`src/sv/assert_macros.svh`:
```
// Assertion macros used by the top level of the address generator.
`ifndef ASSERT_MACROS_SVH
`define ASSERT_MACROS_SVH

// Same-cycle implication, checked on the rising clock edge outside reset.
`define ASSERT_IMP(label, clk, rst_n, ante, cons) \
  label: assert property (@(posedge clk) disable iff (!rst_n) (ante) |-> (cons)) \
    else $error("implication check failed");

// Next-cycle implication, checked on the rising clock edge outside reset.
`define ASSERT_NXT(label, clk, rst_n, ante, cons) \
  label: assert property (@(posedge clk) disable iff (!rst_n) (ante) |=> (cons)) \
    else $error("next-cycle check failed");

`endif

```
`src/sv/mda_pkg.sv`:
```
// Package with the shared types and constants of the address generator.
package mda_pkg;

  localparam int MaxDimsDef    = 10;
  localparam int QueueDepthDef = 2;

  localparam int DimW   = 4;
  localparam int BoundW = 16;
  localparam int ExtW   = 17;
  localparam int AddrW  = 32;
  localparam int SizeW  = 16;
  localparam int TdataW = 56;
  localparam int PaddrW = 4;

  typedef enum logic {
    CMD_BOUNDS = 1'b0,
    CMD_INDEX  = 1'b1
  } cmd_e;

  typedef enum logic [PaddrW-1:0] {
    ADDR_BASE  = 4'h0,
    ADDR_ESIZE = 4'h4,
    ADDR_DIMS  = 4'h8
  } reg_addr_e;

  // One classified index transaction, handed from the front to the back.
  typedef struct packed {
    logic             dim_ok;   // dimension in use: the accumulator is updated
    logic             restart;  // first dimension: start from zero
    logic             last;     // final index of the query
    logic [AddrW-1:0] extent;   // extent, widened to 32 bits, negative above 65536
    logic [AddrW-1:0] diff;     // index minus lower bound
  } entry_t;

  typedef struct packed {
    logic full;
    logic empty;
  } fifo_status_t;

  typedef struct packed {
    logic idle;
    logic acc_zero;
  } back_status_t;

endpackage

```
`src/sv/mda_front.sv`:
```
// Front end: accepts transactions, keeps the bounds tables and classifies indices.
module mda_front #(
  parameter int MAX_DIMS = mda_pkg::MaxDimsDef
) (
  input  logic                        clk_i,
  input  logic                        rst_ni,
  input  logic                        in_valid_i,
  output logic                        in_ready_o,
  input  logic                        in_cmd_i,
  input  logic [mda_pkg::DimW-1:0]    in_dim_i,
  input  logic [mda_pkg::BoundW-1:0]  in_lower_i,
  input  logic [mda_pkg::BoundW-1:0]  in_upper_i,
  input  logic [mda_pkg::BoundW-1:0]  in_index_i,
  input  logic                        in_last_i,
  input  logic [mda_pkg::DimW-1:0]    dims_i,
  output logic                        push_valid_o,
  input  logic                        push_ready_i,
  output mda_pkg::entry_t             push_data_o
);
  import mda_pkg::*;

  localparam int IdxW = (MAX_DIMS > 1) ? $clog2(MAX_DIMS) : 1;
  localparam logic [DimW:0] MaxDimsV = (DimW+1)'(MAX_DIMS);

  logic [BoundW-1:0] lower_q [MAX_DIMS];
  logic [ExtW-1:0]   extent_q [MAX_DIMS];

  logic [DimW-1:0]   dim_m1;
  logic [IdxW-1:0]   tbl_idx;
  logic              in_table;
  logic              accept;
  logic [ExtW-1:0]   new_extent;
  logic [BoundW-1:0] rd_lower;
  logic [ExtW-1:0]   rd_extent;

  assign in_ready_o = push_ready_i;
  assign accept     = in_valid_i && push_ready_i;
  assign dim_m1     = in_dim_i - DimW'(1);
  assign tbl_idx    = IdxW'(dim_m1);
  assign in_table   = (in_dim_i != '0) && ({1'b0, in_dim_i} <= MaxDimsV);
  assign new_extent = {in_upper_i[BoundW-1], in_upper_i}
                    - {in_lower_i[BoundW-1], in_lower_i} + ExtW'(1);

  always_ff @(posedge clk_i or negedge rst_ni) begin
    if (!rst_ni) begin
      for (int i = 0; i < MAX_DIMS; i++) begin
        lower_q[i]  <= '0;
        extent_q[i] <= '0;
      end
    end else if (accept && (in_cmd_i == CMD_BOUNDS) && in_table) begin
      lower_q[tbl_idx]  <= in_lower_i;
      extent_q[tbl_idx] <= new_extent;
    end
  end

  always_comb begin
    rd_lower  = '0;
    rd_extent = '0;
    if (in_table) begin
      rd_lower  = lower_q[tbl_idx];
      rd_extent = extent_q[tbl_idx];
    end
  end

  always_comb begin
    push_valid_o         = in_valid_i && (in_cmd_i == CMD_INDEX);
    push_data_o.dim_ok   = in_table && (in_dim_i <= dims_i);
    push_data_o.restart  = (in_dim_i == DimW'(1));
    push_data_o.last     = in_last_i;
    // Patterns above 65536 hold a negative extent.
    if (rd_extent > ExtW'(65536)) begin
      push_data_o.extent = {{(AddrW-ExtW){1'b1}}, rd_extent};
    end else begin
      push_data_o.extent = {{(AddrW-ExtW){1'b0}}, rd_extent};
    end
    push_data_o.diff = {{(AddrW-BoundW){in_index_i[BoundW-1]}}, in_index_i}
                     - {{(AddrW-BoundW){rd_lower[BoundW-1]}}, rd_lower};
  end

endmodule

```
`src/sv/mda_fifo.sv`:
```
// Short queue between the front end and the arithmetic back end.
module mda_fifo #(
  parameter int DEPTH = mda_pkg::QueueDepthDef
) (
  input  logic                  clk_i,
  input  logic                  rst_ni,
  input  logic                  push_valid_i,
  output logic                  push_ready_o,
  input  mda_pkg::entry_t       push_data_i,
  output logic                  pop_valid_o,
  input  logic                  pop_ready_i,
  output mda_pkg::entry_t       pop_data_o,
  output mda_pkg::fifo_status_t status_o
);
  import mda_pkg::*;

  localparam int PtrW = (DEPTH > 1) ? $clog2(DEPTH) : 1;
  localparam int CntW = $clog2(DEPTH + 1);
  localparam logic [PtrW-1:0] LastPtr = PtrW'(DEPTH - 1);
  localparam logic [CntW-1:0] FullCnt = CntW'(DEPTH);

  entry_t          mem_q [DEPTH];
  logic [PtrW-1:0] wr_ptr_q, wr_ptr_d;
  logic [PtrW-1:0] rd_ptr_q, rd_ptr_d;
  logic [CntW-1:0] count_q, count_d;
  logic            do_push, do_pop;

  assign push_ready_o   = (count_q != FullCnt);
  assign pop_valid_o    = (count_q != '0);
  assign pop_data_o     = mem_q[rd_ptr_q];
  assign do_push        = push_valid_i && push_ready_o;
  assign do_pop         = pop_valid_o && pop_ready_i;
  assign status_o.full  = !push_ready_o;
  assign status_o.empty = !pop_valid_o;

  always_comb begin
    wr_ptr_d = wr_ptr_q;
    rd_ptr_d = rd_ptr_q;
    count_d  = count_q;
    if (do_push) begin
      wr_ptr_d = (wr_ptr_q == LastPtr) ? '0 : wr_ptr_q + PtrW'(1);
    end
    if (do_pop) begin
      rd_ptr_d = (rd_ptr_q == LastPtr) ? '0 : rd_ptr_q + PtrW'(1);
    end
    if (do_push && !do_pop) begin
      count_d = count_q + CntW'(1);
    end else if (do_pop && !do_push) begin
      count_d = count_q - CntW'(1);
    end
  end

  always_ff @(posedge clk_i or negedge rst_ni) begin
    if (!rst_ni) begin
      wr_ptr_q <= '0;
      rd_ptr_q <= '0;
      count_q  <= '0;
    end else begin
      wr_ptr_q <= wr_ptr_d;
      rd_ptr_q <= rd_ptr_d;
      count_q  <= count_d;
    end
  end

  always_ff @(posedge clk_i) begin
    if (do_push) begin
      mem_q[wr_ptr_q] <= push_data_i;
    end
  end

endmodule

```
`src/sv/mda_back.sv`:
```
// Back end: Horner multiply-accumulate, final scaling and the output register.
module mda_back (
  input  logic                       clk_i,
  input  logic                       rst_ni,
  input  logic                       pop_valid_i,
  output logic                       pop_ready_o,
  input  mda_pkg::entry_t            pop_data_i,
  input  logic [mda_pkg::AddrW-1:0]  base_i,
  input  logic [mda_pkg::SizeW-1:0]  esize_i,
  output logic                       out_valid_o,
  input  logic                       out_ready_i,
  output logic [mda_pkg::AddrW-1:0]  out_data_o,
  output mda_pkg::back_status_t      status_o
);
  import mda_pkg::*;

  typedef enum logic [4:0] {
    S_IDLE  = 5'b00001,
    S_MAC   = 5'b00010,
    S_ADD   = 5'b00100,
    S_SCALE = 5'b01000,
    S_EMIT  = 5'b10000
  } state_e;

  state_e           state_q, state_d;
  entry_t           ent_q, ent_d;
  logic [AddrW-1:0] prod_q, prod_d;
  logic [AddrW-1:0] acc_q, acc_d;
  logic             out_valid_q, out_valid_d;
  logic [AddrW-1:0] out_data_q, out_data_d;
  logic [AddrW-1:0] acc_eff;
  logic             out_free;

  assign pop_ready_o       = (state_q == S_IDLE);
  assign acc_eff           = ent_q.restart ? '0 : acc_q;
  assign out_free          = !out_valid_q || out_ready_i;
  assign out_valid_o       = out_valid_q;
  assign out_data_o        = out_data_q;
  assign status_o.idle     = (state_q == S_IDLE);
  assign status_o.acc_zero = (acc_q == '0);

  always_comb begin
    state_d     = state_q;
    ent_d       = ent_q;
    prod_d      = prod_q;
    acc_d       = acc_q;
    out_data_d  = out_data_q;
    out_valid_d = out_valid_q && !out_ready_i;
    unique case (state_q)
      S_IDLE: begin
        if (pop_valid_i) begin
          ent_d = pop_data_i;
          if (pop_data_i.dim_ok) begin
            state_d = S_MAC;
          end else if (pop_data_i.last) begin
            state_d = S_SCALE;
          end
        end
      end
      S_MAC: begin
        prod_d  = acc_eff * ent_q.extent;
        state_d = S_ADD;
      end
      S_ADD: begin
        acc_d   = prod_q + ent_q.diff;
        state_d = ent_q.last ? S_SCALE : S_IDLE;
      end
      S_SCALE: begin
        prod_d  = acc_q * {{(AddrW-SizeW){1'b0}}, esize_i};
        acc_d   = '0;
        state_d = S_EMIT;
      end
      S_EMIT: begin
        if (out_free) begin
          out_data_d  = base_i + prod_q;
          out_valid_d = 1'b1;
          state_d     = S_IDLE;
        end
      end
      default: state_d = S_IDLE;
    endcase
  end

  always_ff @(posedge clk_i or negedge rst_ni) begin
    if (!rst_ni) begin
      state_q     <= S_IDLE;
      acc_q       <= '0;
      out_valid_q <= 1'b0;
    end else begin
      state_q     <= state_d;
      acc_q       <= acc_d;
      out_valid_q <= out_valid_d;
    end
  end

  always_ff @(posedge clk_i) begin
    ent_q      <= ent_d;
    prod_q     <= prod_d;
    out_data_q <= out_data_d;
  end

endmodule

```
`src/sv/multidim_array_address.sv`:
```
// Top level of the row-major multi-dimensional array address generator.
// Bounds transactions are handled in the front end and produce no result.
// Index transactions pass the back-end steps entry, multiply and add (an index
// of an unused dimension skips multiply and add); a final index is then scaled
// by element size and output. The back end takes the next index only when idle.
// Reset clears the bounds tables, the accumulator, the queue and the output.
`include "assert_macros.svh"

module multidim_array_address #(
  parameter int MAX_DIMS    = mda_pkg::MaxDimsDef,
  parameter int QUEUE_DEPTH = mda_pkg::QueueDepthDef
) (
  input  logic                        clk_i,
  input  logic                        rst_ni,
  // Input stream.
  input  logic                        s_axis_tvalid,
  output logic                        s_axis_tready,
  // tdata from bit 0: dim[3:0], lower_bound[19:4], upper_bound[35:20],
  // index_value[51:36], zero padding[55:52].
  input  logic [mda_pkg::TdataW-1:0]  s_axis_tdata,
  // tuser: cmd (0 sets bounds, 1 supplies an index).
  input  logic                        s_axis_tuser,
  input  logic                        s_axis_tlast,
  // Result stream; tdata: address[31:0].
  output logic                        m_axis_tvalid,
  input  logic                        m_axis_tready,
  output logic [mda_pkg::AddrW-1:0]   m_axis_tdata,
  // Configuration port.
  input  logic                        psel,
  input  logic                        penable,
  input  logic                        pwrite,
  input  logic [mda_pkg::PaddrW-1:0]  paddr,
  input  logic [31:0]                 pwdata,
  output logic [31:0]                 prdata,
  output logic                        pready
);
  import mda_pkg::*;

  // Configuration registers. They are to change only while the block is idle (the
  // user's duty; the block does not enforce it), so the back end reads them directly.
  logic [AddrW-1:0] base_q;
  logic [SizeW-1:0] esize_q;
  logic [DimW-1:0]  dims_q;
  logic             cfg_wr;

  assign pready = 1'b1;
  assign cfg_wr = psel && penable && pwrite && pready;

  always_ff @(posedge clk_i or negedge rst_ni) begin
    if (!rst_ni) begin
      base_q  <= '0;
      esize_q <= SizeW'(1);
      dims_q  <= DimW'(1);
    end else if (cfg_wr) begin
      unique case (paddr)
        ADDR_BASE:  base_q  <= pwdata;
        ADDR_ESIZE: esize_q <= pwdata[SizeW-1:0];
        ADDR_DIMS:  dims_q  <= pwdata[DimW-1:0];
        default: ;
      endcase
    end
  end

  always_comb begin
    unique case (paddr)
      ADDR_BASE:  prdata = base_q;
      ADDR_ESIZE: prdata = {{(32-SizeW){1'b0}}, esize_q};
      ADDR_DIMS:  prdata = {{(32-DimW){1'b0}}, dims_q};
      default:    prdata = '0;
    endcase
  end

  // Front end: bounds transactions update the tables here, index transactions
  // are looked up and queued with their extent and index offset.
  logic         push_valid, push_ready;
  entry_t       push_data;
  logic         pop_valid, pop_ready;
  entry_t       pop_data;
  fifo_status_t fifo_st;
  back_status_t back_st;

  mda_front #(
    .MAX_DIMS(MAX_DIMS)
  ) u_front (
    .clk_i        (clk_i),
    .rst_ni       (rst_ni),
    .in_valid_i   (s_axis_tvalid),
    .in_ready_o   (s_axis_tready),
    .in_cmd_i     (s_axis_tuser),
    .in_dim_i     (s_axis_tdata[3:0]),
    .in_lower_i   (s_axis_tdata[19:4]),
    .in_upper_i   (s_axis_tdata[35:20]),
    .in_index_i   (s_axis_tdata[51:36]),
    .in_last_i    (s_axis_tlast),
    .dims_i       (dims_q),
    .push_valid_o (push_valid),
    .push_ready_i (push_ready),
    .push_data_o  (push_data)
  );

  mda_fifo #(
    .DEPTH(QUEUE_DEPTH)
  ) u_fifo (
    .clk_i        (clk_i),
    .rst_ni       (rst_ni),
    .push_valid_i (push_valid),
    .push_ready_o (push_ready),
    .push_data_i  (push_data),
    .pop_valid_o  (pop_valid),
    .pop_ready_i  (pop_ready),
    .pop_data_o   (pop_data),
    .status_o     (fifo_st)
  );

  // Back end: a multiply per used-dimension index into a product register, then
  // the add into the accumulator; final index is scaled and offset by the base.
  mda_back u_back (
    .clk_i       (clk_i),
    .rst_ni      (rst_ni),
    .pop_valid_i (pop_valid),
    .pop_ready_o (pop_ready),
    .pop_data_i  (pop_data),
    .base_i      (base_q),
    .esize_i     (esize_q),
    .out_valid_o (m_axis_tvalid),
    .out_ready_i (m_axis_tready),
    .out_data_o  (m_axis_tdata),
    .status_o    (back_st)
  );

  // A full queue must hold off every input transaction.
  `ASSERT_IMP(a_full_stalls, clk_i, rst_ni, fifo_st.full, !s_axis_tready)
  // A fresh result is only shown after the accumulator has been cleared.
  `ASSERT_IMP(a_result_clears_acc, clk_i, rst_ni, $rose(m_axis_tvalid), back_st.acc_zero)
  // With nothing queued or in flight, no result can appear in the next cycle.
  `ASSERT_NXT(a_no_phantom_result, clk_i, rst_ni,
              back_st.idle && fifo_st.empty && !m_axis_tvalid, !m_axis_tvalid)

endmodule
```
`config.mk`:
```
export PLATFORM = sky130hd
export DESIGN_NAME = multidim_array_address
export DESIGN_NICKNAME = d
export VERILOG_FILES = /design/src/sv/mda_pkg.sv /design/src/sv/mda_front.sv /design/src/sv/mda_fifo.sv /design/src/sv/mda_back.sv /design/src/sv/multidim_array_address.sv
export VERILOG_INCLUDE_DIRS = /design/src /design/src/sv
export SDC_FILE = /design/constraint.sdc
export NUM_CORES = 2
export LEC_CHECK = 0
export ABC_AREA = 1
export BUFFER_PORTS_ARGS = -buffer_cell sky130_fd_sc_hd__buf_2
export CAP_MARGIN = 20
export CORE_MARGIN = 1.5
export CORE_UTILIZATION = 65
export CTS_CLUSTER_DIAMETER = 80
export DETAILED_ROUTE_END_ITERATION = 7
export HOLD_SLACK_MARGIN = 0.15
export PLACE_DENSITY = 0.83
export SETUP_SLACK_MARGIN = 0.1
export SLEW_MARGIN = 10
export SYNTH_ARGS = -nofsm -noshare
export SYNTH_HDL_FRONTEND = slang
export SYNTH_SLANG_ARGS = --single-unit
```
`constraint.sdc`:
```
create_clock -name clk_i -period 12.47 [get_ports clk_i]
set_input_delay 2.494 -clock clk_i [delete_from_list [all_inputs] [get_ports clk_i]]
set_output_delay 2.494 -clock clk_i [all_outputs]
set_load 0.01 [all_outputs]
```
; Word level (Yosys, flattened, before mapping)
; Memories as Yosys holds them, arrays and structs flattened.
; Cells that the tools add are included.
[totals]
ff_bits = 554
latch_bits = 0
ram_bits = 134
rom_bits = 0
in_bits = 101
out_inout_bits = 67
wordCells = 131
memories = 1
[mem_list]
columns = name, words, width, read_ports, rd_ports_with_merged_regs, write_ports, line_no
row1 = u_fifo.mem_q, 2, 67, 1, 0, 1, mda_fifo.sv:22  ; entry_t mem_q [DEPTH];
[op_classes]
add_sub_neg = 10
multipliers = 2
n_div = 0
n_lt_le_gt_ge = 5
eq_ne = 12
n_shift = 0
mux = 33
n_bitwise = 2
reduce_logical = 31
[op_table]
columns = operator, n
row1 = $bwmux W170, 1
row2 = $bwmux W160, 1
row3 = $pmux W32 S2, 2
row4 = $pmux W32 S3, 1
row5 = $bmux W17 S4, 1
row6 = $demux W17 S4, 1
row7 = $mux W17, 4
row8 = $add A32 B32 Y32, 2
row9 = $bmux W16 S4, 1
row10 = $demux W16 S4, 1
row11 = $mux W16, 4
row12 = $mux W32, 2
row13 = $sub A16 B16 Y17, 2
row14 = $mul A32 B16 Y32, 1
row15 = $mul A32 B32 Y32, 1
row16 = $pmux W5 S5, 1
row17 = $mux W5, 4
row18 = $add A17 B1 Y17 const B, 1
row19 = $gt A17 B17 Y1 const B, 1
row20 = $logic_and A1 B1 Y1, 14
row21 = $reduce_and A2 Y1, 5
row22 = $reduce_bool A2 Y1, 4
row23 = $mux W1, 6
row24 = $eq A5 B1 Y1 const B, 1
row25 = other kinds (27), 33

; Longest topological paths before layout
[logic_depth]
depth_word = 8
ltp_mapped = 45
depth_no_buf = 44

; Cells and area by module
; Synthesis repeated with hierarchy kept, for this count alone.
[hier_totals]
cells_unflattened = 7385
area_unflattened_um2 = 61622.9
[modules_own_cells]
columns = mod, n_inst, cells_each, area_each_um2, seq_area_each_um2
row1 = mda_back, 1, 4382, 36193.5, 4855.9
row2 = mda_front, 1, 2285, 17772.0, 8257.9
row3 = mda_fifo, 1, 384, 5114.9, 4124.0
row4 = multidim_array_address, 1, 334, 2542.4, 1303.8

; Least setup slack after synthesis
; OpenSTA, ideal clock, no wires.
[synth_timing]
kind = reg-to-reg
start = reg u_back.ent_q[65] (netlist name)
end = reg u_back.prod_q[26] (data pin)
setup_time_ns = 0.262
t_arrival_ns = 7.041
t_required_ns = 12.208
slack_ns = 5.167
stages_incl_launch_ff = 28
path_cell_list = edfxtp_1 clkbuf_1 buf_1 nor2_1 inv_1 clkbuf_1 nor2_1 fa_1 fa_1 fa_1 inv_1 fa_1 inv_1 fa_1 inv_1 fa_1 inv_1 fa_1 fa_1 ha_1 nand2_1 o21ai_0 a21oi_1 nand3_1 a31o_2 o21ai_0 a21oi_1 or2_2
[synth_between]
elab_chain_len = 3
[synth_rtl]
columns = item, line_no
row1 = start: declaration, mda_back.sv:26  ; entry_t ent_q, ent_d;
row2 = start signal: assignment, mda_back.sv:97  ; ent_q <= ent_d;
row3 = $mux W32, mda_back.sv:35  ; assign acc_eff = ent_q.restart ? '0 : acc_q;
row4 = $mul A32 B32 Y32, mda_back.sv:61  ; prod_d = acc_eff * ent_q.extent;
row5 = $pmux W32 S2, mda_back.sv:49  ; unique case (state_q)
row6 = via u_back.prod_d[26], mda_back.sv:27  ; logic [AddrW-1:0] prod_q, prod_d;
row7 = end signal: assignment, mda_back.sv:98  ; prod_q <= prod_d;
row8 = end: declaration, mda_back.sv:27
; The timed path passes the listed nets, and every way through them passes these cells.
; A chain may end at the register's enable or synchronous reset.

; Worst setup path in the final report
[layout_timing]
start = reg u_back.acc_q[8]
end = reg u_back.prod_q[21] (data pin)
[layout_between]
elab_chain_len = 3
[layout_rtl]
columns = item, line_no
row1 = start: declaration, mda_back.sv:28  ; logic [AddrW-1:0] acc_q, acc_d;
row2 = start signal: assignment, mda_back.sv:87  ; acc_q <= '0;
row3 = start signal: assignment, mda_back.sv:91  ; acc_q <= acc_d;
row4 = $mux W32, mda_back.sv:35
row5 = $mul A32 B32 Y32, mda_back.sv:61
row6 = $pmux W32 S2 *, mda_back.sv:49
row7 = via u_back.prod_d[21], mda_back.sv:27
; Mark *: on every way through the listed nets, which the timed path passes. The rest lies on a longest branch.

==> impl_metrics.toml <==
[route]
routed_via_density = 5.908
wirelength_um = 160900
drt_iter0_drc = 4659
dr.pass1.iters = 6
vias = 46510
antenna_left = 0
drcViolationCount = 0
wire_per_inst_um = 20.44

[clock_network]
htreeDepth = 2
clk_path_buf_depth = 3
cts_tree = "done"
clock-sinks = 601
clock_latency_ps = 670
clockRootBuffer = "clkbuf_16"
cts_resized = 0
clk_pin_slew_ps = 60
post_cts_buffers = 0
numCtsBuffers = 59
cts_hold_buffers = 0

[global_route]
antenna_found_initial = 2
grt_max_degree = 188
grt_usage_pct = 37.72
overflow = 0
grt_pass1_wl_um = 254400
grt_pass1_vias = 47570

[placement]
dpl_worst_slack_ps = 3504
gp_congestion = 0.9959
portBuffers = 162
dp_cells = 7749
hpwl_um = 119400
postPlaceCellArea_mm2 = 0.05742

[pwr]
vdd_ir_drop_max_mv = 0.1630
p_leak_uw = 0.02934
p_per_area_mw_per_mm2 = 213.3

[cells_and_area]
syn_to_final_growth_pct = 6.859
design_area_mm2 = 0.05970
mostFrequentLayoutCell = "nand2_1"
fin_cells = 7873
drive_gt1_share_pct = 5.976
fill_cells = 6579
final_cell_mix = "1,640 x nand2_1, 1,152 x inv_1, 695 x fa_1"
nets = 7776

[die]
die_w_um = 296.2
io_pins = 168
start_util_pct = 65.62
die-area_mm2 = 0.08772
die_y_um = 296.2
core_mm2 = 0.08515
rows = 107

[worst_setup_path]
crit_required_ps = 12760
arrival_ps = 9560
crit_fanout = 18
crit_path_start_kind = "flop"
end_kind = "flop"
rrSetupSlack_ps = 3200
r2r_start = "u_back.acc_q[8]$_DFFE_PN0P_"
r2r-end = "u_back.prod_q[21]$_DFFE_PP_"
crit_type = "reg -> reg"
crit_path_end = "u_back.prod_q[21]$_DFFE_PP_"
rr_worst_depth = 22
critical_path.startpoint = "u_back.acc_q[8]$_DFFE_PN0P_"

[synth]
synth_warnings = 0
synth_top_area_cell = "fa_1"
syn_area_mm2 = 0.05587
synth-edff-count = 177
dominantRegCellSynth = "dfrtp_1"
synthTopCellsByArea = "fa_1 25%, dfrtp_1 19%, nand2_1 11%"
synth_seq_cells = 601
synth_seq_area_share_pct = 28.51
syn_nets = 7793
synthCells = 6694
async_reset_ff_share_pct = 70.55
syn_area_per_cell_um2 = 8.346
ys_types = 65
yosys.area.top_type_share_pct = 24.90

[sta]
setup_ws_ps = 3197
tightest_slew_ps = 1154
slew_headroom_pct = 23.05
maxSlewViolCount = 0
finClkSkew_ps = 76.24
rsz0062_at_grt = "false"
timing.final.crit_share_pct = 74.36
setup_tns_ps = 0
timing.fmax_mhz = 107.8
fin_crit_ps = 9273
final-hold-violation-count = 0
setup_viol = 0

[worst_hold_path]
hold_start = "u_front.extent_q[108]$_DFFE_PN0P_"
holdCritPathClass = "reg -> reg"

[run_status]
status = "completed"

[run]
drv_cap = 0
metrics by stage:
step	total power [uW]	util, %	hold slack, ps
final	12740	70.12	475.7
after detailed placement	10580	67.43	457.4
after global routing	13650	70.12	494.1
after global placement	10340	67.41	449.4
after floorplan	8094	-	436.6
after CTS	12550	69.87	473.1
how the worst min path moves through the flow:
stage                                        end  depth (start not counted)
6_report       u_front.extent_q[108]$_DFFE_PN0P_                          2
5_1_grt        u_front.extent_q[110]$_DFFE_PN0P_                          2
4_1_cts        u_front.extent_q[108]$_DFFE_PN0P_                          2
3_5_place_dp   u_front.extent_q[108]$_DFFE_PN0P_                          2
3_3_place_gp    u_front.extent_q[40]$_DFFE_PN0P_                          2
2_1_floorplan  u_front.extent_q[106]$_DFFE_PN0P_                          2
sequential cells by signal, indices dropped and copies added, names as in the netlist, 5 cells and up:
name and cells:
esize_q 16, base_q 32, u_back.prod_q 32, u_fifo.mem_q 76, u_back.acc_q 32, u_front.extent_q 170
u_back.out_data_o 32, u_back.ent_q 37, u_front.lower_q 160, u_back.state_q 5
power by group:
part | switching (uW) | internal, uW | total, uW
registers | 589 | 2780 | 3370
logic | 4970 | 2510 | 7480
clock network | 809 | 1080 | 1890
total | 6370 | 6370 | 12700
Yosys cell counts, types with 7 or more instances:
library cell,count
xor2_1,79
ha_1,303
inv_2,23
nor2_1,505
fa_1,695
a31oi_1,12
clkinv_1,7
a221oi_1,8
a22o_1,12
o21ai_0,347
inv_1,1152
a21oi_1,369
o21bai_1,17
o22ai_1,17
nand2_1,1642
a21o_1,11
edfxtp_1,177
a32oi_1,7
xnor2_1,47
o21ai_1,203
nor4_1,13
or2_2,15
buf_2,38
nand3_1,106
nand4_1,21
clkbuf_1,236
buf_1,32
dfrtp_1,421
o211ai_1,18
o221ai_1,17
a22oi_1,39
nor3_1,33
final cells by class:
type / instances / area [um2] / share of cell area, %
sequential: 601 / 15930 / 26.68
antenna: 2 / 5.005 / 0.008383
inverter: 1182 / 4439 / 7.436
multi-input combinational: 4600 / 34330 / 57.50
tap: 1144 / 1431 / 2.397
clock buffer: 76 / 1640 / 2.747
clock inverter: 35 / 435.4 / 0.7293
timing repair buffer: 233 / 1495 / 2.504
logic make-up (layout without fill, tap and decap cells):
| family | Yosys count | in the layout | synth area share [%] |
|---|---|---|---|
| flip-flops | 601 | 601 | 28.51 |
| AND/OR/NAND/NOR | 2359 | 2359 | 16.63 |
| other | 1 | 3 | 0.006712 |
| adder cells (fa/ha/maj) | 998 | 998 | 31.69 |
| XOR/XNOR | 127 | 127 | 2.004 |
| AO/OA/AOI/OAI | 1112 | 1112 | 10.95 |
| buffers and inverters | 1493 | 1526 | 10.16 |
| multiplexers | 3 | 3 | 0.05599 |
critical path, stage by stage (launching register included):
cell and delay (ps):
dfrtp_1 1000, inv_1 240, nor2_1 690, inv_1 540
nor2_1 300, fa_1 450, fa_1 440, fa_1 550
inv_1 50, fa_1 470, inv_1 50, ha_1 290
ha_1 330, fa_1 510, fa_1 420, ha_1 390
a21o_1 230, a31oi_1 240, nand3_1 170, a21oi_1 290
o21ai_0 220, o21ai_0 600, o21ai_0 420
layer usage:
metal | global-route usage (%) | part of all wire [%]
met3 | 7.142 | 9.8
met4 | 21.63 | 6.4
met1 | 46.86 | 36
met2 | 62.05 | 48
met5 | 0 | 0
Note: power is estimated with default switching activity, not from simulation.
